--- src/fst_pkg.sv ---
// shared constants and types for the foot swing trajectory unit
package fst_pkg;

  localparam int PHASE_FRAC_BITS_DEF = 16;
  localparam int COORD_WIDTH_DEF     = 20;
  localparam int STEP_WIDTH          = 17;

  // one load enable per pipeline stage, stage 5 is the output register
  typedef struct packed {
    logic s1;
    logic s2;
    logic s3;
    logic s4;
    logic s5;
  } pipe_en_t;

endpackage

--- src/fst_merge.sv ---
// output register that gathers the three lane results into one item
module fst_merge import fst_pkg::*; #(
  parameter int COORD_WIDTH = COORD_WIDTH_DEF,
  parameter int APEX_WIDTH  = COORD_WIDTH_DEF + 1
) (
  input  logic                          clk,
  input  pipe_en_t                      en,
  input  logic signed [COORD_WIDTH-1:0] lane_x,
  input  logic signed [APEX_WIDTH-1:0]  lane_y,
  input  logic signed [COORD_WIDTH-1:0] lane_z,
  output logic signed [COORD_WIDTH-1:0] foot_x,
  output logic signed [COORD_WIDTH:0]   foot_y,
  output logic signed [COORD_WIDTH-1:0] foot_z
);
  logic signed [COORD_WIDTH-1:0] x_r, z_r;
  logic signed [COORD_WIDTH:0]   y_r;

  always_ff @(posedge clk) begin
    if (en.s5) begin
      x_r <= lane_x;
      y_r <= lane_y[COORD_WIDTH:0];
      z_r <= lane_z;
    end
  end

  assign foot_x = x_r;
  assign foot_y = y_r;
  assign foot_z = z_r;
endmodule

--- config.mk ---
export PLATFORM = sky130hd
export DESIGN_NAME = fst_merge
export DESIGN_NICKNAME = d
export VERILOG_FILES = /design/src/fst_pkg.sv /design/src/fst_merge.sv
export SDC_FILE = /design/constraint.sdc
export NUM_CORES = 1
export LEC_CHECK = 0
export ABC_AREA = 1
export BUFFER_PORTS_ARGS = -buffer_cell sky130_fd_sc_hd__buf_2
export CAP_MARGIN = 20
export CELL_PAD_IN_SITES_DETAIL_PLACEMENT = 1
export CELL_PAD_IN_SITES_GLOBAL_PLACEMENT = 2
export CORE_ASPECT_RATIO = 0.5
export CORE_MARGIN = 3
export CORE_UTILIZATION = 24
export DETAILED_ROUTE_END_ITERATION = 10
export PLACE_DENSITY = 0.85
export SLEW_MARGIN = 20
export SYNTH_ARGS = -nofsm -noshare
export SYNTH_HDL_FRONTEND = slang
export SYNTH_SLANG_ARGS = --single-unit
--- constraint.sdc ---
create_clock -name clk -period 0.8 [get_ports clk]
set_input_delay 0.16 -clock clk [delete_from_list [all_inputs] [get_ports clk]]
set_output_delay 0.16 -clock clk [all_outputs]
set_load 0.005 [all_outputs]
-- Word-level counts from Yosys, hierarchy flattened
Index checks and enable logic that the tools add are counted.
Widths: inputs -> output; s select.
- ROM bits: 0
- memories kept: 0
- output and inout bits: 61
- bits in writable memories: 0
- latch bits: 0
- logic and storage cells: 3
- input bits: 67
- register bits: 61
- order comparisons: 0
- reduce and logical (&&, ||, !) cells: 0
- bitwise operators: 0
- shifts and indexed selects: 0
- equality and inequality tests: 0
- div/mod/pow operators: 0
- add/subtract/negate cells: 0
- muxes and demuxes: 0
- multipliers: 0

-- Longest topological paths before layout
- word-level depth: 0
- mapped depth: 0
- depth with buffers taken out: 0

-- Least setup slack after synthesis
OpenSTA, ideal clock, no wires.
- kind: register to output
- from: reg x_r[0], in the netlist foot_x[0]
- to: out foot_x[0]
- arrival: 355 ps
- slack: 285 ps
- stages on the path, launching flop included: 1
- buffers on the path: 0
- cell sequence: edfxtp_1
- RTL lines (item ; RTL line ; source):
    start, declared ; fst_merge.sv:15 ; logic signed [COORD_WIDTH-1:0] x_r, z_r;
    start signal, assigned ; fst_merge.sv:20 ; x_r <= lane_x;
    end, declared ; fst_merge.sv:11 ; output logic signed [COORD_WIDTH-1:0] foot_x,
No word-level cell between the ends.

-- Final worst setup path
- from: reg y_r[12], in the netlist foot_y[12]
- to: out foot_y[12]
- RTL lines (item ; RTL line ; source):
    start, declared ; fst_merge.sv:16 ; logic signed [COORD_WIDTH:0] y_r;
    start signal, assigned ; fst_merge.sv:21 ; y_r <= lane_y[COORD_WIDTH:0];
    end, declared ; fst_merge.sv:12 ; output logic signed [COORD_WIDTH:0] foot_y,
No word-level cell between the ends.

==> flow_metrics.py <==
metrics = {
    "outcome": {
        "outcome": "complete, but fails checks",
        "violations": "negative setup slack",
    },
    "clock_tree": {
        "post-cts-setup-buffers": 0,
        "cts_resized": 0,
        "cts_made_buffers": 9,
        "cts_buffer_depth": 2,
        "cts_max_level": 3,
        "root_buffer": "clkbuf_16",
        "clock-sinks": 61,
        "clk_pin_slew_ns": 0.06,
        "cts_tree": "done",
    },
    "power": {
        "power.leakage_nw": 1.400,
        "power_density_nw_per_um2": 2736,
        "ir_worst_vdd_v": 0.001477,
    },
    "die": {
        "ios": 128,
        "fp.dieArea_um2": 8780,
        "num_rows": 21,
        "start_util_pct": 26.01,
        "die_width_um": 129.6,
        "dieHeight_um": 67.78,
        "core_um2": 7042,
    },
    "setup_path": {
        "cp_top_family": "flip-flops",
        "cp_max_fo": 1,
        "cp_num_buf_inv": 1,
        "endpoint_kind": "output port",
        "worstSetupPathType": "reg -> out",
        "worstSetupStartpointType": "register",
        "cp_cell_sequence": "buf_2",
        "cp_slowest_cell": "edfxtp_1",
        "cp_data_arrival_time_ns": 0.88,
        "max_stage_delay_ns": 0.40,
        "critPathRequiredTime_ns": 0.64,
    },
    "route": {
        "route.detailed.drc": 0,
        "drt_iter0_drc": 26,
        "wl_per_cell_um": 16.32,
        "first_pass_iters": 4,
        "vias_per_cell": 3.905,
        "wl_um": 5337,
        "dr_total_vias": 1277,
        "ant_nets": 0,
    },
    "placed_design": {
        "gp_congestion": 0.6919,
        "hpwl_um": 3503,
        "placed_cell_area_um2": 2610,
        "portBuffers": 123,
    },
    "sta": {
        "relSlewSlack_pct": 89.21,
        "setup_violations": 61,
        "rsz0062_at_grt": "true",
        "min_period_ns": 1.043,
        "fmax_mhz": 959.2,
        "period_share_pct": 130.3,
        "tightest_slew_ns": 0.1618,
        "whs_ns": 0.01586,
        "maxSlewViolCount": 0,
        "setup_ws_ns": -0.2425,
        "finalHoldViolations": 0,
    },
    "global_route": {
        "grt.met1_usage_pct": 10.71,
        "grt_util_met3_pct": 5.450,
        "grt.overflow.total": 0,
        "grt_max_degree": 29,
        "grt_usage_pct": 12.47,
        "antenna_found_initial": 0,
        "grt.busiest_layer": "met2",
        "grt_first_pass_wirelength_um": 7527,
        "grt_use_met2_pct": 24.42,
        "grt_pass1_vias": 1410,
    },
    "synth": {
        "ys_warn_count": 0,
        "synth_cell_types": 1,
        "seq_area_frac_synth_pct": 100.0,
        "avgSynthCellArea_um2": 30.03,
        "ys_seq_elements": 61,
        "netlist_area_um2": 1832,
        "syn_nets": 128,
        "syn_inst": 61,
    },
    "flow_run": {
        "cap_violations": 0,
    },
    "worst_hold_path": {
        "hold_class": "in -> reg",
    },
    "finish": {
        "nets": 297,
        "fillCellCount": 729,
        "num_antenna_cells": 0,
        "nMultiInputCombCells": 0,
        "final_cell_area_um2": 3278,
        "areaGrowthSynthToFinish_pct": 78.96,
        "multi_input_area_um2": 0,
        "drive_gt1_share_pct": 60.43,
    },
}
==> timing repair <==
item / CTS / global route
hold buffers: 23 / 9
setup endpoints to repair: 61 / 61
hold endpoints to repair: 23 / 9
==> cells in the mapped netlist (all sizes together) <==
| cell | instances | area share [%] |
|---|---|---|
| edfxtp | 61 | 100 |
==> placed cells by master, fill, tap and decap left out <==
cell type | Yosys | final
buf_12 | 0 | 2
buf_2 | 0 | 123
buf_4 | 0 | 1
bufinv_16 | 0 | 3
clkbuf_16 | 0 | 9
clkinv_4 | 0 | 1
clkinvlp_4 | 0 | 2
dlygate4sd3_1 | 0 | 32
edfxtp_1 | 61 | 61
inv_6 | 0 | 1
==> layout make-up <==
cell class	instances	area [µm²]	area share [%]
clock buffers	9	225.2	6.870
clock inverters	7	122.6	3.740
flip-flops and latches	61	1832	55.88
well taps	92	115.1	3.511
repair buffers	158	983.4	30.00
==> cells by family (layout without fill, tap and decap cells) <==
logic type	count (synthesis)	after routing	synth area share (%)
buf+inv	0	174	0
flops	61	61	100.0
==> routing by layer <==
layer	up-vias	wire length (µm)	part of all wire, %
li1	592	-	-
met1	621	1662	31
met2	50	3211	60
met3	14	281	5.3
met4	0	182	3.4
met5	-	0	0
==> sequential cells by signal, indices dropped and copies added, names as in the netlist <==
| name | cells |
|---|---|
| foot_x | 20 |
| foot_z | 20 |
| foot_y | 21 |
==> power breakdown <==
| part | internal, W | leakage [nW] | switching, W | total, W |
|---|---|---|---|---|
| combinational | 0.000382 | 0.641 | 0.000269 | 0.000651 |
| clock | 0.00305 | 0.162 | 0.00140 | 0.00445 |
| sequential | 0.00380 | 0.597 | 0.0000675 | 0.00387 |
==> final timing paths <==
kind / startpoint / endpoint / slack (ns) / cells past startpoint
max: foot_y[12] / foot_y[12] / -0.24 / 1
min: lane_y[4] / foot_y[4] / 0.02 / 1
==> per-stage QoR <==
step	power (W)	util [%]	setup slack [ns]	TNS (ns)	cells
global route	0.009333	46.55	-0.2625	-13.53	327
detailed placement	0.004462	37.06	-0.04805	-1.962	279
global placement	0.004424	37.06	-0.02772	-1.071	279
CTS	0.009054	45.27	-0.2242	-11.96	318
floorplan	0.003968	-	0.2847	0	61
finish	0.008970	46.55	-0.2425	-10.95	327
Note: power is estimated with default switching activity, not from simulation.
