===== src/fst_pkg.sv =====
// shared constants and types for the foot swing trajectory unit
package fst_pkg;

  localparam int PHASE_FRAC_BITS_DEF = 16;
  localparam int COORD_WIDTH_DEF     = 20;
  localparam int STEP_WIDTH          = 17;

  // one load enable per pipeline stage, stage 5 is the output register
  typedef struct packed {
    logic s1;
    logic s2;
    logic s3;
    logic s4;
    logic s5;
  } pipe_en_t;

endpackage


===== src/fst_lane.sv =====
// one axis lane: smoothstep of the phase and scaled blend, stages 2 to 4
module fst_lane import fst_pkg::*; #(
  parameter int PHASE_FRAC_BITS = PHASE_FRAC_BITS_DEF,
  parameter int DELTA_WIDTH     = COORD_WIDTH_DEF + 1,
  parameter int FROM_WIDTH      = COORD_WIDTH_DEF
) (
  input  logic                           clk,
  input  pipe_en_t                       en,
  input  logic [PHASE_FRAC_BITS:0]       t,
  input  logic signed [DELTA_WIDTH-1:0]  delta,
  input  logic signed [FROM_WIDTH-1:0]   from,
  output logic signed [FROM_WIDTH-1:0]   result
);
  localparam int PF = PHASE_FRAC_BITS;
  localparam int DW = DELTA_WIDTH;
  localparam int FW = FROM_WIDTH;
  localparam int TW = PF + 1;
  localparam int WW = PF + 2;
  localparam int PW = DW + TW + 1;
  localparam logic [WW-1:0] ONE3 = WW'(3) << PF;

  logic [2*TW-1:0]      t2_w;
  logic [TW+WW-1:0]     sp_w;
  logic signed [TW:0]   s_se;
  logic signed [PW-1:0] sh_w;

  logic [TW-1:0]        t2_r;
  logic [WW-1:0]        w_r;
  logic signed [DW-1:0] d2_r;
  logic signed [FW-1:0] f2_r;
  logic [TW-1:0]        s_r;
  logic signed [DW-1:0] d3_r;
  logic signed [FW-1:0] f3_r;
  logic signed [PW-1:0] prod_r;
  logic signed [FW-1:0] f4_r;

  assign t2_w = (2*TW)'(t) * (2*TW)'(t);
  assign sp_w = (TW+WW)'(t2_r) * (TW+WW)'(w_r);
  assign s_se = {1'b0, s_r};

  always_ff @(posedge clk) begin
    if (en.s2) begin
      t2_r <= t2_w[PF+TW-1:PF];
      w_r  <= ONE3 - {t, 1'b0};
      d2_r <= delta;
      f2_r <= from;
    end
    if (en.s3) begin
      s_r  <= sp_w[PF+TW-1:PF];
      d3_r <= d2_r;
      f3_r <= f2_r;
    end
    if (en.s4) begin
      prod_r <= PW'(d3_r) * PW'(s_se);
      f4_r   <= f3_r;
    end
  end

  assign sh_w   = prod_r >>> PF;
  assign result = sh_w[FW-1:0] + f4_r;
endmodule


===== config.mk =====
export PLATFORM = sky130hd
export DESIGN_NAME = fst_lane
export DESIGN_NICKNAME = d
export VERILOG_FILES = /design/src/fst_pkg.sv /design/src/fst_lane.sv
export SDC_FILE = /design/constraint.sdc
export NUM_CORES = 2
export LEC_CHECK = 0
export BUFFER_PORTS_ARGS = -buffer_cell sky130_fd_sc_hd__buf_2
export CAP_MARGIN = 30
export CORE_MARGIN = 2
export CORE_UTILIZATION = 33
export CTS_CLUSTER_DIAMETER = 40
export DETAILED_ROUTE_END_ITERATION = 10
export HOLD_SLACK_MARGIN = 0.05
export PLACE_DENSITY = 0.51
export SLEW_MARGIN = 20
export SYNTH_ARGS = -nofsm -noshare
export SYNTH_HDL_FRONTEND = slang
export SYNTH_SLANG_ARGS = --single-unit

===== constraint.sdc =====
create_clock -name clk -period 6.9 [get_ports clk]
set_input_delay 0 -clock clk [delete_from_list [all_inputs] [get_ports clk]]
set_output_delay 0 -clock clk [all_outputs]
set_load 0.005 [all_outputs]

======== After elaboration in Yosys (flattened, before gate mapping) ========
Index checks and enable logic that the tools add are counted.
word-level totals
  flip-flop bits (word level) ............. 190
  bits in latches ......................... 0
  memory bits (writable) .................. 0
  bits in read-only memories .............. 0
  input bits .............................. 64
  output and inout bits ................... 20
  word-level logic and storage cells ...... 14
  memories kept ........................... 0
operators by class
  add/subtract/negate cells ............... 2
  multiply operators ...................... 3
  div/mod/pow operators ................... 0
  order comparisons ....................... 0
  equality and inequality tests ........... 0
  shift operators ......................... 0
  multiplexer cells ....................... 0
  bitwise logic cells ..................... 0
  reduce and logical (&&, ||, !) cells .... 0
operators by type and width
  operator                count
  $mul 21x18->36          1
  $mul 17x17->33          1
  $mul 17x18->33          1
  $add 20x20->20          1
  $sub 18x18->18 const A  1

======== Logic depth before layout (Yosys ltp) ========
  depth after elaboration ................. 1
  mapped depth ............................ 24

======== Worst setup path before layout ========
OpenSTA, ideal clock, no wires.
  path kind ............................... in2reg
  start point ............................. input t[8]
  end point ............................... register t2_r[10] (data pin)
  setup time .............................. 0.258 ns
  arrival time ............................ 5.760 ns
  data required time ...................... 6.642 ns
  slack ................................... 0.882 ns
  cell stages on the path ................. 23
  buffers on the path ..................... 2
  cell sequence ........................... clkbuf_1 -> clkbuf_1 -> nand2_1 -> fa_1 -> inv_1 -> fa_1 -> inv_1 -> fa_1 -> inv_1 -> fa_1 -> fa_1 -> inv_1 -> fa_1 -> inv_1 -> ha_1 -> a2111oi_4 -> o21ai_2 -> a2111oi_4 -> nor4_1 -> or4_4 -> a21oi_2 -> o21ba_1 -> xnor2_1
on the way
  cells in the longest elaborated chain, start to end .. 1
RTL lines
  element               line            RTL
  from (decl)           fst_lane.sv:9   input logic [PHASE_FRAC_BITS:0] t,
  $mul 17x17->33        fst_lane.sv:37  assign t2_w = (2*TW)'(t) * (2*TW)'(t);
  via t2_w[26]          fst_lane.sv:22  logic [2*TW-1:0] t2_w;
  to (signal assigned)  fst_lane.sv:43  t2_r <= t2_w[PF+TW-1:PF];
  to (decl)             fst_lane.sv:27  logic [TW-1:0] t2_r;
The timed path passes the listed nets, and every way through them passes these cells.
A chain may end at the register's enable or synchronous reset.

======== Worst setup path in the final report ========
  start point ............................. register s_r[8]
  end point ............................... register prod_r[35] (data pin)
on the way
  cells in the longest elaborated chain, start to end .. 1
RTL lines
  element                 line            RTL
  from (decl)             fst_lane.sv:31  logic [TW-1:0] s_r;
  from (signal assigned)  fst_lane.sv:49  s_r <= sp_w[PF+TW-1:PF];
  $mul 21x18->36          fst_lane.sv:54  prod_r <= PW'(d3_r) * PW'(s_se);
  to (signal assigned)    fst_lane.sv:54
  to (decl)               fst_lane.sv:34  logic signed [PW-1:0] prod_r;
Every way passes these cells.

==> flow_summary_export.csv <==
group,metric,value,unit
status,outcome,"finished clean",
worst_setup_path,cp_top_family,"adder cells",
timing,worstMarginPinSlew,0.809,ns
global_routing,grt_usage,0.153,
worst_setup_path,cp-start-kind,"flop",
routing,wl_per_cell,15.4,um
clock_network,cts.path.max_buffers,2,
place,dp_hpwl,66400,um
synth,synth.avg_cell_area,9.78,um^2
global_routing,grt_pass1_vias,24574,
worst_hold_path,min_path_cells,2,
timing,fin_hold_ws,0.0547,ns
timing,setup_tns,0,ns
worst_setup_path,critical_path_required,7.16,ns
layout,fin_cells,5103,
worst_setup_path,path_max_fanout,12,
clock_network,clock-sinks,173,
synth,yosys.cell_types.count,55,
layout,final_nets,4815,
worst_setup_path,crit_start,"s_r[8]$_DFFE_PP_",
floorplanning,core_area,0.105,mm^2
place,gp_congestion,0.817,
worst_setup_path,rrSetupSlack,0.43,ns
clock_network,htree_levels,4,
floorplanning,die_w,329,um
place,numPortBuffers,81,
worst_setup_path,reg2reg_to,"prod_r[35]$_DFFE_PP_",
clock_network,numCtsBuffers,17,
global_routing,overflow,0,
floorplanning,rows,119,
routing,ant_nets,0,
routing,first_pass_iters,5,
timing,period_minus_slack,6.47,ns
global_routing,grt_start_max_net_pins,59,
worst_hold_path,hp-start,"en[2]",
clock_network,path_clk_slew,0.08,ns
place,dp.cells,5017,
clock_network,clock_latency,0.51,ns
global_routing,antenna_found_initial,3,
global_routing,grt_pass1_wl,131000,um
worst_setup_path,r2r_start,"s_r[8]$_DFFE_PP_",
synth,seq_area_frac_synth,0.149,
worst_hold_path,min_path_type,"input pin to flop",
flow_run,maxCapViolCount,0,
timing,maxSlewViolCount,0,
worst_setup_path,crit_buf_inv,6,
timing,rsz0062_at_grt,"false",
synth,synth_edf_count,173,
synth,yosysWarnings,0,
floorplanning,initial_core_util,0.333,
routing,vias,22666,
timing,setup-violations-final,0,
layout,area_growth,10.2,%
worst_setup_path,critPathSlowestCell,"edfxtp_1",
routing,drt_iter0_markers,1005,
synth,syn_nets,4691,
floorplanning,ios,84,
synth,netlist_area,0.0350,mm^2
layout,drive_above_1_share,0.0625,
worst_setup_path,critPathCaptureType,"flop",
worst_hold_path,worstHoldEndpoint,"f3_r[6]$_DFFE_PP_",
clock_network,cts_tree,"built",
routing,vias_per_cell,4.44,
synth,async_flop_share,0,
timing,final_hold_viol_count,0,
floorplanning,die_area,0.109,mm^2
clock_network,root_buffer,"clkbuf_16",
routing,finalWirelength,78400,um
timing,fmax,0.155,GHz
worst_setup_path,arrival,6.72,ns
timing,fin_skew,0.0197,ns
floorplanning,fp.dieH,329,um
timing,post-route-period-util,0.937,
worst_setup_path,cp_cell_sequence,"buf_4 > and2_1 > fa_1 > inv_1 > fa_1 > fa_1 > inv_1 > fa_1 > fa_1 > inv_1 > fa_1 > inv_1 > ha_1 > nand4_1 > a211oi_2 > nand2_1 > a31oi_1 > o21ai_0 > buf_4 > a211oi_2 > or2_2 > o211ai_1",
synth,synthFlopType,"edfxtp_1",
routing,remaining_drc_errors,0,
worst_setup_path,crit_path_max_incr_delay,0.57,ns
worst_setup_path,critPathKind,"flop to flop",
timing,max-slew-margin-rel,0.461,
worst_setup_path,reg2reg_depth,22,
synth,yosys_register_bits,173,
synth,syn_inst,3573,
worst_setup_path,cp_common_cell,"fa_1",
flip-flops by register name, indices dropped and copies added (netlist names):
name	count
prod_r	20
d3_r	21
f2_r	20
s_r	17
w_r	17
f3_r	20
d2_r	21
t2_r	17
f4_r	20
how the worst max path moves through the flow:
| stage | cells after the start | endpoint |
|---|---|---|
| finish | 22 | prod_r[35]$_DFFE_PP_ |
| global route | 22 | prod_r[35]$_DFFE_PP_ |
| CTS | 21 | prod_r[35]$_DFFE_PP_ |
| detailed placement | 21 | prod_r[35]$_DFFE_PP_ |
| global placement | 21 | prod_r[35]$_DFFE_PP_ |
| floorplan | 23 | t2_r[10]$_DFFE_PP_ |
layout make-up:
| class | count | area, um^2 |
|---|---|---|
| diodes | 2 | 5.00 |
| clock buffers | 17 | 425 |
| clock inverters | 15 | 176 |
| fillers | 10778 | 66600 |
| inverters | 961 | 3610 |
| multi-input cells | 2316 | 25700 |
| flip-flops and latches | 173 | 5190 |
| well taps | 1391 | 1740 |
| repair buffers | 228 | 1660 |
kinds of logic after synthesis:
family          count (synthesis)  share of synthesized area
compound gates                187                     0.0365
xor+xnor                      111                     0.0278
fa+ha+maj                    1054                      0.537
buf+inv                      1084                      0.116
flops                         173                      0.149
mux                             2                   0.000608
simple gates                  962                      0.133
repair_timing:
action,4_1_cts,5_1_grt
setup endpoints to repair,0,3
hold buffers,48,1
buffers inserted,0,1
endpoints found under the hold margin,64,10
resized for setup,0,2
cell usage in the layout, fill, tap and decap left out, types with 49 or more instances in the layout:
cell type	Yosys	routed
inv_1	960	960
fa_1	744	744
nand2_1	471	471
and2_1	317	317
ha_1	310	310
edfxtp_1	173	173
buf_4	0	97
xnor2_1	82	82
buf_2	0	80
nor2_1	58	58
a21oi_1	58	58
dlygate4sd3_1	0	49
cell usage after synthesis (all sizes together) (7+ instances only):
library cell,instances,share of area
a211oi,11,0.0024
a21o,20,0.0043
a21oi,59,0.0086
and2,317,0.057
and3,13,0.0023
clkbuf,122,0.013
edfxtp,173,0.15
fa,744,0.43
ha,310,0.11
inv,960,0.10
nand2,471,0.051
nand3,26,0.0037
nand4,8,0.0014
nor2,58,0.0062
nor2b,10,0.0018
nor3,22,0.0031
nor4,9,0.0016
o2111ai,7,0.0018
o211ai,10,0.0021
o21a,10,0.0021
o21ai,29,0.0043
o21bai,7,0.0015
or2,8,0.0014
or3,7,0.0013
xnor2,82,0.021
xor2,29,0.0073
per-stage QoR:
| stage | util | area [um^2] | worst slack (ns) |
|---|---|---|---|
| after floorplan | - | 35000 | 0.882 |
| after global placement | 0.355 | 37400 | 0.247 |
| after detailed placement | 0.355 | 37400 | 0.217 |
| after CTS | 0.366 | 38400 | 0.127 |
| after global routing | 0.366 | 38500 | 0.132 |
| final | 0.366 | 38500 | 0.431 |
routing by layer:
metal / vias to the layer above / share of wire / global-route usage
met1: 11502 / 0.49 / 0.215
met2: 289 / 0.47 / 0.255
met4: 2 / 0.014 / 0.0309
met3: 56 / 0.030 / 0.0190
met5: - / 0.00017 / 0
li1: 10817 / - / -
Power is left out: the tool's default activity adds up to more than one toggle a clock period on the data nets, which glitch-free logic cannot reach.
