**src/fst_pkg.sv**
```systemverilog
// shared constants and types for the foot swing trajectory unit
package fst_pkg;

  localparam int PHASE_FRAC_BITS_DEF = 16;
  localparam int COORD_WIDTH_DEF     = 20;
  localparam int STEP_WIDTH          = 17;

  // one load enable per pipeline stage, stage 5 is the output register
  typedef struct packed {
    logic s1;
    logic s2;
    logic s3;
    logic s4;
    logic s5;
  } pipe_en_t;

endpackage

```
**src/fst_prep.sv**
```systemverilog
// phase clamp, apex and per-axis delta setup, registered as stage 1
module fst_prep import fst_pkg::*; #(
  parameter int PHASE_FRAC_BITS = PHASE_FRAC_BITS_DEF,
  parameter int COORD_WIDTH     = COORD_WIDTH_DEF,
  parameter int APEX_WIDTH      = COORD_WIDTH_DEF + 1
) (
  input  logic                              clk,
  input  pipe_en_t                          en,
  input  logic signed [COORD_WIDTH-1:0]     liftoff_x,
  input  logic signed [COORD_WIDTH-1:0]     liftoff_y,
  input  logic signed [COORD_WIDTH-1:0]     liftoff_z,
  input  logic signed [COORD_WIDTH-1:0]     touchdown_x,
  input  logic signed [COORD_WIDTH-1:0]     touchdown_y,
  input  logic signed [COORD_WIDTH-1:0]     touchdown_z,
  input  logic signed [PHASE_FRAC_BITS+1:0] stride_phase,
  input  logic signed [STEP_WIDTH-1:0]      step_height,
  output logic [PHASE_FRAC_BITS:0]          t_xz,
  output logic [PHASE_FRAC_BITS:0]          t_y,
  output logic signed [COORD_WIDTH:0]       delta_x,
  output logic signed [COORD_WIDTH:0]       delta_z,
  output logic signed [APEX_WIDTH:0]        delta_y,
  output logic signed [COORD_WIDTH-1:0]     from_x,
  output logic signed [COORD_WIDTH-1:0]     from_z,
  output logic signed [APEX_WIDTH-1:0]      from_y
);
  localparam int PF = PHASE_FRAC_BITS;
  localparam int CW = COORD_WIDTH;
  localparam int AW = APEX_WIDTH;
  localparam int TW = PF + 1;
  localparam logic [TW-1:0] ONE  = TW'(1) << PF;
  localparam logic [TW-1:0] HALF = TW'(1) << (PF - 1);

  logic [TW-1:0]        p_c;
  logic [TW-1:0]        p_m;
  logic                 rising;
  logic [STEP_WIDTH-2:0] h_c;
  logic signed [CW-1:0] hi_c;
  logic signed [AW-1:0] apex;
  logic signed [AW-1:0] ly_a;
  logic signed [AW:0]   apex_e;
  logic signed [AW:0]   ly_e;
  logic signed [AW:0]   ty_e;
  logic signed [CW:0]   lx_e, lz_e, tx_e, tz_e;

  logic [TW-1:0]        t_xz_r, t_y_r;
  logic signed [CW:0]   dx_r, dz_r;
  logic signed [AW:0]   dy_r;
  logic signed [CW-1:0] fx_r, fz_r;
  logic signed [AW-1:0] fy_r;

  always_comb begin
    priority if (stride_phase[PF+1]) begin
      p_c = '0;
    end else if (stride_phase[PF:0] > ONE) begin
      p_c = ONE;
    end else begin
      p_c = stride_phase[PF:0];
    end
    rising = (p_c < HALF);
    p_m    = p_c - HALF;
    h_c    = step_height[STEP_WIDTH-1] ? '0 : step_height[STEP_WIDTH-2:0];
    hi_c   = (liftoff_y > touchdown_y) ? liftoff_y : touchdown_y;
    apex   = AW'(hi_c) + AW'({1'b0, h_c});
    ly_a   = AW'(liftoff_y);
    apex_e = (AW+1)'(apex);
    ly_e   = (AW+1)'(liftoff_y);
    ty_e   = (AW+1)'(touchdown_y);
    lx_e   = (CW+1)'(liftoff_x);
    lz_e   = (CW+1)'(liftoff_z);
    tx_e   = (CW+1)'(touchdown_x);
    tz_e   = (CW+1)'(touchdown_z);
  end

  always_ff @(posedge clk) begin
    if (en.s1) begin
      t_xz_r <= p_c;
      t_y_r  <= rising ? {p_c[TW-2:0], 1'b0} : {p_m[TW-2:0], 1'b0};
      dx_r   <= tx_e - lx_e;
      dz_r   <= tz_e - lz_e;
      dy_r   <= rising ? (apex_e - ly_e) : (ty_e - apex_e);
      fx_r   <= liftoff_x;
      fz_r   <= liftoff_z;
      fy_r   <= rising ? ly_a : apex;
    end
  end

  assign t_xz    = t_xz_r;
  assign t_y     = t_y_r;
  assign delta_x = dx_r;
  assign delta_z = dz_r;
  assign delta_y = dy_r;
  assign from_x  = fx_r;
  assign from_z  = fz_r;
  assign from_y  = fy_r;
endmodule

```
**config.mk**
```make
export PLATFORM = sky130hd
export DESIGN_NAME = fst_prep
export DESIGN_NICKNAME = d
export VERILOG_FILES = /design/src/fst_pkg.sv /design/src/fst_prep.sv
export SDC_FILE = /design/constraint.sdc
export NUM_CORES = 1
export LEC_CHECK = 0
export ABC_AREA = 1
export BUFFER_PORTS_ARGS = -buffer_cell sky130_fd_sc_hd__buf_2
export CORE_MARGIN = 4
export CORE_UTILIZATION = 57
export CTS_CLUSTER_DIAMETER = 60
export DETAILED_ROUTE_END_ITERATION = 10
export PLACE_DENSITY_LB_ADDON = 0.05
export SETUP_SLACK_MARGIN = 0.4
export SKIP_CTS_REPAIR_TIMING = 1
export SYNTH_ARGS = -nofsm -noshare
export SYNTH_HDL_FRONTEND = slang
export SYNTH_SLANG_ARGS = --single-unit
```
**constraint.sdc**
```tcl
create_clock -name clk -period 14.64 [get_ports clk]
set_clock_uncertainty 0.1 [all_clocks]
set_input_delay 0.732 -clock clk [delete_from_list [all_inputs] [get_ports clk]]
set_output_delay 0.732 -clock clk [all_outputs]
set_load 0.02 [all_outputs]
```
Word-level counts from Yosys, hierarchy flattened

Index checks and enable logic that the tools add are counted.

Word-level logic and storage cells: 24
Flip-flop bits (word level): 159
Input port bits: 161
Output and inout port bits: 159

Order comparisons: 3
Add/subtract/negate cells: 6
Multiplexer cells: 7

Operators with widths:

| cell                                                                            | count |
|---|---|
| 17-bit 2-to-1 mux                                                               | 3 |
| 20-bit by 20-bit subtractor with 21-bit output                                  | 2 |
| 22-bit 2-to-1 mux                                                               | 1 |
| 20-bit by 21-bit subtractor with 22-bit output                                  | 1 |
| 21-bit by 20-bit subtractor with 22-bit output                                  | 1 |
| 20-bit by 17-bit adder with 21-bit output                                       | 1 |
| 21-bit 2-to-1 mux                                                               | 1 |
| 20-bit > comparator                                                             | 1 |
| 20-bit 2-to-1 mux                                                               | 1 |
| 17-bit > comparator (second input constant)                                     | 1 |
| 17-bit by 16-bit less-than comparator with 1-bit output (second input constant) | 1 |
| 16-bit 2-to-1 mux                                                               | 1 |
| 16-bit subtractor (second input constant)                                       | 1 |

Depth between registers and ports, before layout

Depth in word-level cells: 5
Mapped depth: 44
Gate-level depth less buffers: 42

Worst setup path after synthesis

No wires, ideal clock.

Kind: input port to flip-flop
Start point: input port touchdown_y[19]
End point: register dy_r[21], in the netlist delta_y[21], data pin
Path buffers: 2
Data required time: 14,284 ps
Library setup time: 256 ps
Arrival: 5,152 ps
Slack: 9,132 ps
Stages on the path: 42
Cells stage by stage: inv_1 > ha_1 > nand2_1 > nor2_2 > nand2_2 > nor2_4 > nand2_2 > nand3_1 > nand2_1 > nand3_2 > buf_6 > clkbuf_1 > nand2_1 > o21ai_0 > ha_1 > inv_1 > fa_1 > inv_1 > [... 6 more ...] > inv_1 > a21oi_1 > o21ai_0 > nand3_1 > nand2_1 > nand3_1 > nand2_1 > nand2_1 > nand2_1 > nand3_1 > nand2_1 > nand2_1 > nand2_1 > nand2_1 > nand2_1 > nand2_1 > nand2_1 > nand2_1

Cells in the longest elaborated chain, start to end: 5
Elaborated cells between the ends (all ways): 6
Classes of those cells: add/sub (3); order compare (1); mux (2)

Ends and longest elaborated chain:

| element                                                                                                          | RTL line       | RTL |
|---|---|---|
| start, declared                                                                                                  | fst_prep.sv:13 | `input logic signed [COORD_WIDTH-1:0] touchdown_y,` |
| 20-bit > comparator                                                                                              | fst_prep.sv:62 | `hi_c = (liftoff_y > touchdown_y) ? liftoff_y : touchdown_y;` |
| 20-bit 2-to-1 mux                                                                                                | fst_prep.sv:62 |  |
| 20-bit by 17-bit adder with 21-bit output                                                                        | fst_prep.sv:63 | `apex = AW'(hi_c) + AW'({1'b0, h_c});` |
| 20-bit by 21-bit subtractor with 22-bit output or 21-bit by 20-bit subtractor with 22-bit output (tied branches) | fst_prep.sv:80 | `dy_r <= rising ? (apex_e - ly_e) : (ty_e - apex_e);` |
| 22-bit 2-to-1 mux *                                                                                              | fst_prep.sv:80 |  |
| end signal, assigned                                                                                             | fst_prep.sv:80 |  |
| end, declared                                                                                                    | fst_prep.sv:47 | `logic signed [AW:0] dy_r;` |

Mark *: on every way between the ends. The rest lies on a longest branch, timed or not.
A chain may end at the register's enable or synchronous reset.

Worst setup path in the final report

Same ends and word-level chain as after synthesis.

==> results.md <==
Setup path:
- STA classifies the critical path startpoint as an input pin.
- STA puts the critical path data arrival time at between 6 and 7 ns.
- The number of buffers and inverters on the critical path is 6.
- Data on the critical path is required at its endpoint by 14.71 ns.
- The largest single stage delay on the critical path is just under 0.6 ns.
- The kind of end point of the critical path is a flip-flop.
- The biggest fanout along the worst timing path is 38.
- The critical-path cell with the highest stage delay is sky130_fd_sc_hd__nand3_2.
- The most numerous cell type found on the critical path is sky130_fd_sc_hd__nand2_1.
- The path type of the worst setup path is in2reg.
- In this design, the largest share of critical-path delay is due to simple AND/OR/NAND/NOR gates.
- Counting buffers and inverters, the worst setup path is 34 cells deep.

Drt:
- The detail route stage leaves a number of antenna-violating nets equal to 0.
- The first routing iteration left about 540 violations.
- The routed wire length is 28,910 um.
- In the detailed route, the total length drawn on met2 is 13,760 um.
- The via count is approximately 9,500.
- Wire segments on met3 add up to ~1800 um in the final route.
- In the routed design, unresolved DRC markers number 0.
- The detailed-route vias per instance is ~5.1.
- The routed metal-1 wire length is 12,540 um.
- The detailed-router iteration count before antenna repair is 5.
- Signal routing reaches up to met4.
- After detailed routing, the average wire length per cell comes to ~16 um.

Logic synthesis:
- Among all flip-flop cells after synthesis, the most frequent one is sky130_fd_sc_hd__edfxtp_1.
- The synthesized design contains between 100 and 150 register bits.
- Of the synthesized area, sequential elements account for 0.4057.
- After synthesis, the share of flip-flops with an asynchronous set or reset is 0.
- In this run, synthesis inferred between 100 and 150 flip-flops with an integrated enable.
- The mean cell area of the mapped netlist is 8.225 sq um.
- The Yosys step of the flow raised 0 warnings.
- The net count of the mapped netlist is roughly 1,600.
- Counting every instance in the synthesized netlist gives between 1,000 and 1,500.
- The post-synthesis cell area is between 10,000 and 15,000 sq um.
- Yosys mapped the design onto a little over 40 distinct sky130hd cell types.

Power:
- In this run the power density over the cells is between 100 and 150 nW/um^2.
- The largest voltage drop on the vdd net is ~0.097 mV.
- The analysis attributes to cell leakage a power of slightly below 0.007 uW.

Clock network:
- Buffers inserted during clock tree synthesis total 17.
- The number of clock sinks seen by CTS is 143.
- The clock tree synthesis step divided the H-tree into 4 levels.
- The clock passes through at most 2 buffers.
- Clock-pin slew was measured on the worst setup and hold paths at approximately 0.07 ns.
- TritonCTS built the clock tree.
- The tree is rooted in a sky130_fd_sc_hd__clkbuf_16.

Place:
- The placer congestion estimate is between 0.8 and 0.9.
- The post-place setup slack is between 7 and 8 ns.
- The half-perimeter wire length after detailed placement is between 20,000 and 25,000 um.
- Buffers placed on the I/O ports in this run total 314.

STA:
- After layout, the minimum clock period comes to roughly 6.5 ns.
- Setup violations remaining at the end of the flow were counted as 0.
- The post-route clock period utilization is 0.4468.
- The transition time of the tightest slew-check pin is slightly below 1 ns.
- Setup slack closes at between 8 and 9 ns.
- The total count of hold-check failures in the final report is 0.
- The highest attainable clock frequency is roughly 150 MHz.
- The smallest hold slack is around 0.40 ns.
- Setup repair after global routing left no endpoint under its margin.
- The summed negative setup slack over all endpoints is 0 ns.
- The final number of max-transition violations is 0.
- In this run the tightest slew margin relative to its limit is 0.3402.

Global routing:
- In the global route stage, overall resource usage came out at 0.2708.
- The number of antenna violations at the first check in global routing was 6.
- The residual overflow from global routing is 0.
- Entering global routing, the biggest net connects 78 pins.
- The via count of the first global-routing pass was slightly below 9,000.
- The first global-routing pass estimated about 44,000 um of wire.

Finish:
- The library cell used most frequently in the layout, excluding fill and tap cells, is sky130_fd_sc_hd__buf_2.
- The top cell types in the final layout, fill and taps aside, are sky130_fd_sc_hd__buf_2 (313), sky130_fd_sc_hd__nand2_1 (279), sky130_fd_sc_hd__inv_1 (225).
- Measured on the finished design, the core utilization comes to 0.7121.
- Relative to the synthesized area, the layout overhead comes to 21.67%.
- In the final layout, the share of cells above drive strength 1 is 0.2346.
- The net total in the final layout is around 1,900.

Run status:
- The flow ran to the end, and the final reports show no timing, DRC or antenna violations.

Worst hold path:
- The tightest min-delay check is of the in2reg type.
- The hold-critical path depth is 1.

Floorplanning:
- The total I/O pin count is between 300 and 400.
- In this run the standard cell core region covers 18,090 sq um.
- The floorplan step set the die width to between 100 and 150 um.
- For this configuration, the core starts out at a cell density of 0.5853.
- The site row count is 49.
- The die covers roughly 21,000 sq um.
- From bottom edge to top edge, the die measures ~140 um.

Flow run:
- The reported max-cap violation count is 0.
report_power, final:
group	leakage [uW]	switching [uW]	internal, uW	total [uW]
Combinational	0.00508	452	245	696
Sequential	0.00139	15.3	533	548
Clock	0.000273	184	239	423
per-layer routing:
metal	GRT usage	up-vias
met5	0	-
met4	0.1090	0
met3	0.04101	48
met2	0.4510	327
met1	0.3566	4224
li1	-	4872
path summary, 6_finish.rpt:
check | slack [ns] | endpoint | from
worst max-delay path | 8.10 | delta_y[21] | touchdown_y[19]
worst min-delay path | 0.40 | from_z[17] | liftoff_z[17]
synthesized netlist by cell type, types with 9 or more instances:
cell type	n	area, sq um
sky130_fd_sc_hd__clkbuf_1	13	48.80
sky130_fd_sc_hd__a21oi_1	107	535.5
sky130_fd_sc_hd__nor2_1	98	367.9
sky130_fd_sc_hd__edfxtp_1	143	4294
sky130_fd_sc_hd__nand3_1	63	315.3
sky130_fd_sc_hd__xor2_1	36	315.3
sky130_fd_sc_hd__o21ai_1	12	60.06
sky130_fd_sc_hd__inv_1	225	844.6
sky130_fd_sc_hd__nand2_1	279	1047
sky130_fd_sc_hd__buf_4	16	120.1
sky130_fd_sc_hd__nand2_2	9	56.30
sky130_fd_sc_hd__o21ai_0	87	435.4
sky130_fd_sc_hd__ha_1	109	1364
sky130_fd_sc_hd__xnor2_1	22	192.7
final cells by class:
type,instances,area (sq um)
well taps,229,286.5
repair buffers,316,1593
clock buffers,17,425.4
flip-flops and latches,143,4294
diodes,9,22.52
inverters,225,844.6
clock inverters,15,148.9
fillers,1466,5207
multi-input cells,887,5264
flip-flops by register name, summed over array words and instances (netlist names):
name	cells
delta_z	21
from_y	21
delta_x	21
t_y	1
from_z	20
delta_y	22
from_x	20
t_xz	17
cell families (layout without fill, tap and decap cells):
family,count (synthesis),after routing,share of synthesized area
AOI/OAI and AO/OA,231,231,0.1145
xor gates and xnor gates,59,59,0.05012
adders and majority gates,114,114,0.1383
buffers and inverters,257,573,0.09775
DFF,143,143,0.4057
muxes,1,1,0.0009457
other,1,10,0.0003543
and+or+nand+nor,481,481,0.1923
metrics by stage:
stage          cell area [sq um]  instances  total power, uW
2_1_floorplan              10590       1287             1052
3_3_place_gp               12280       1800             1231
3_5_place_dp               12280       1800             1246
4_1_cts                    12860       1832             1667
5_1_grt                    12870       1838             1777
6_report                   12880       1841             1667
No activity file was read; power rests on OpenSTA's default activity.
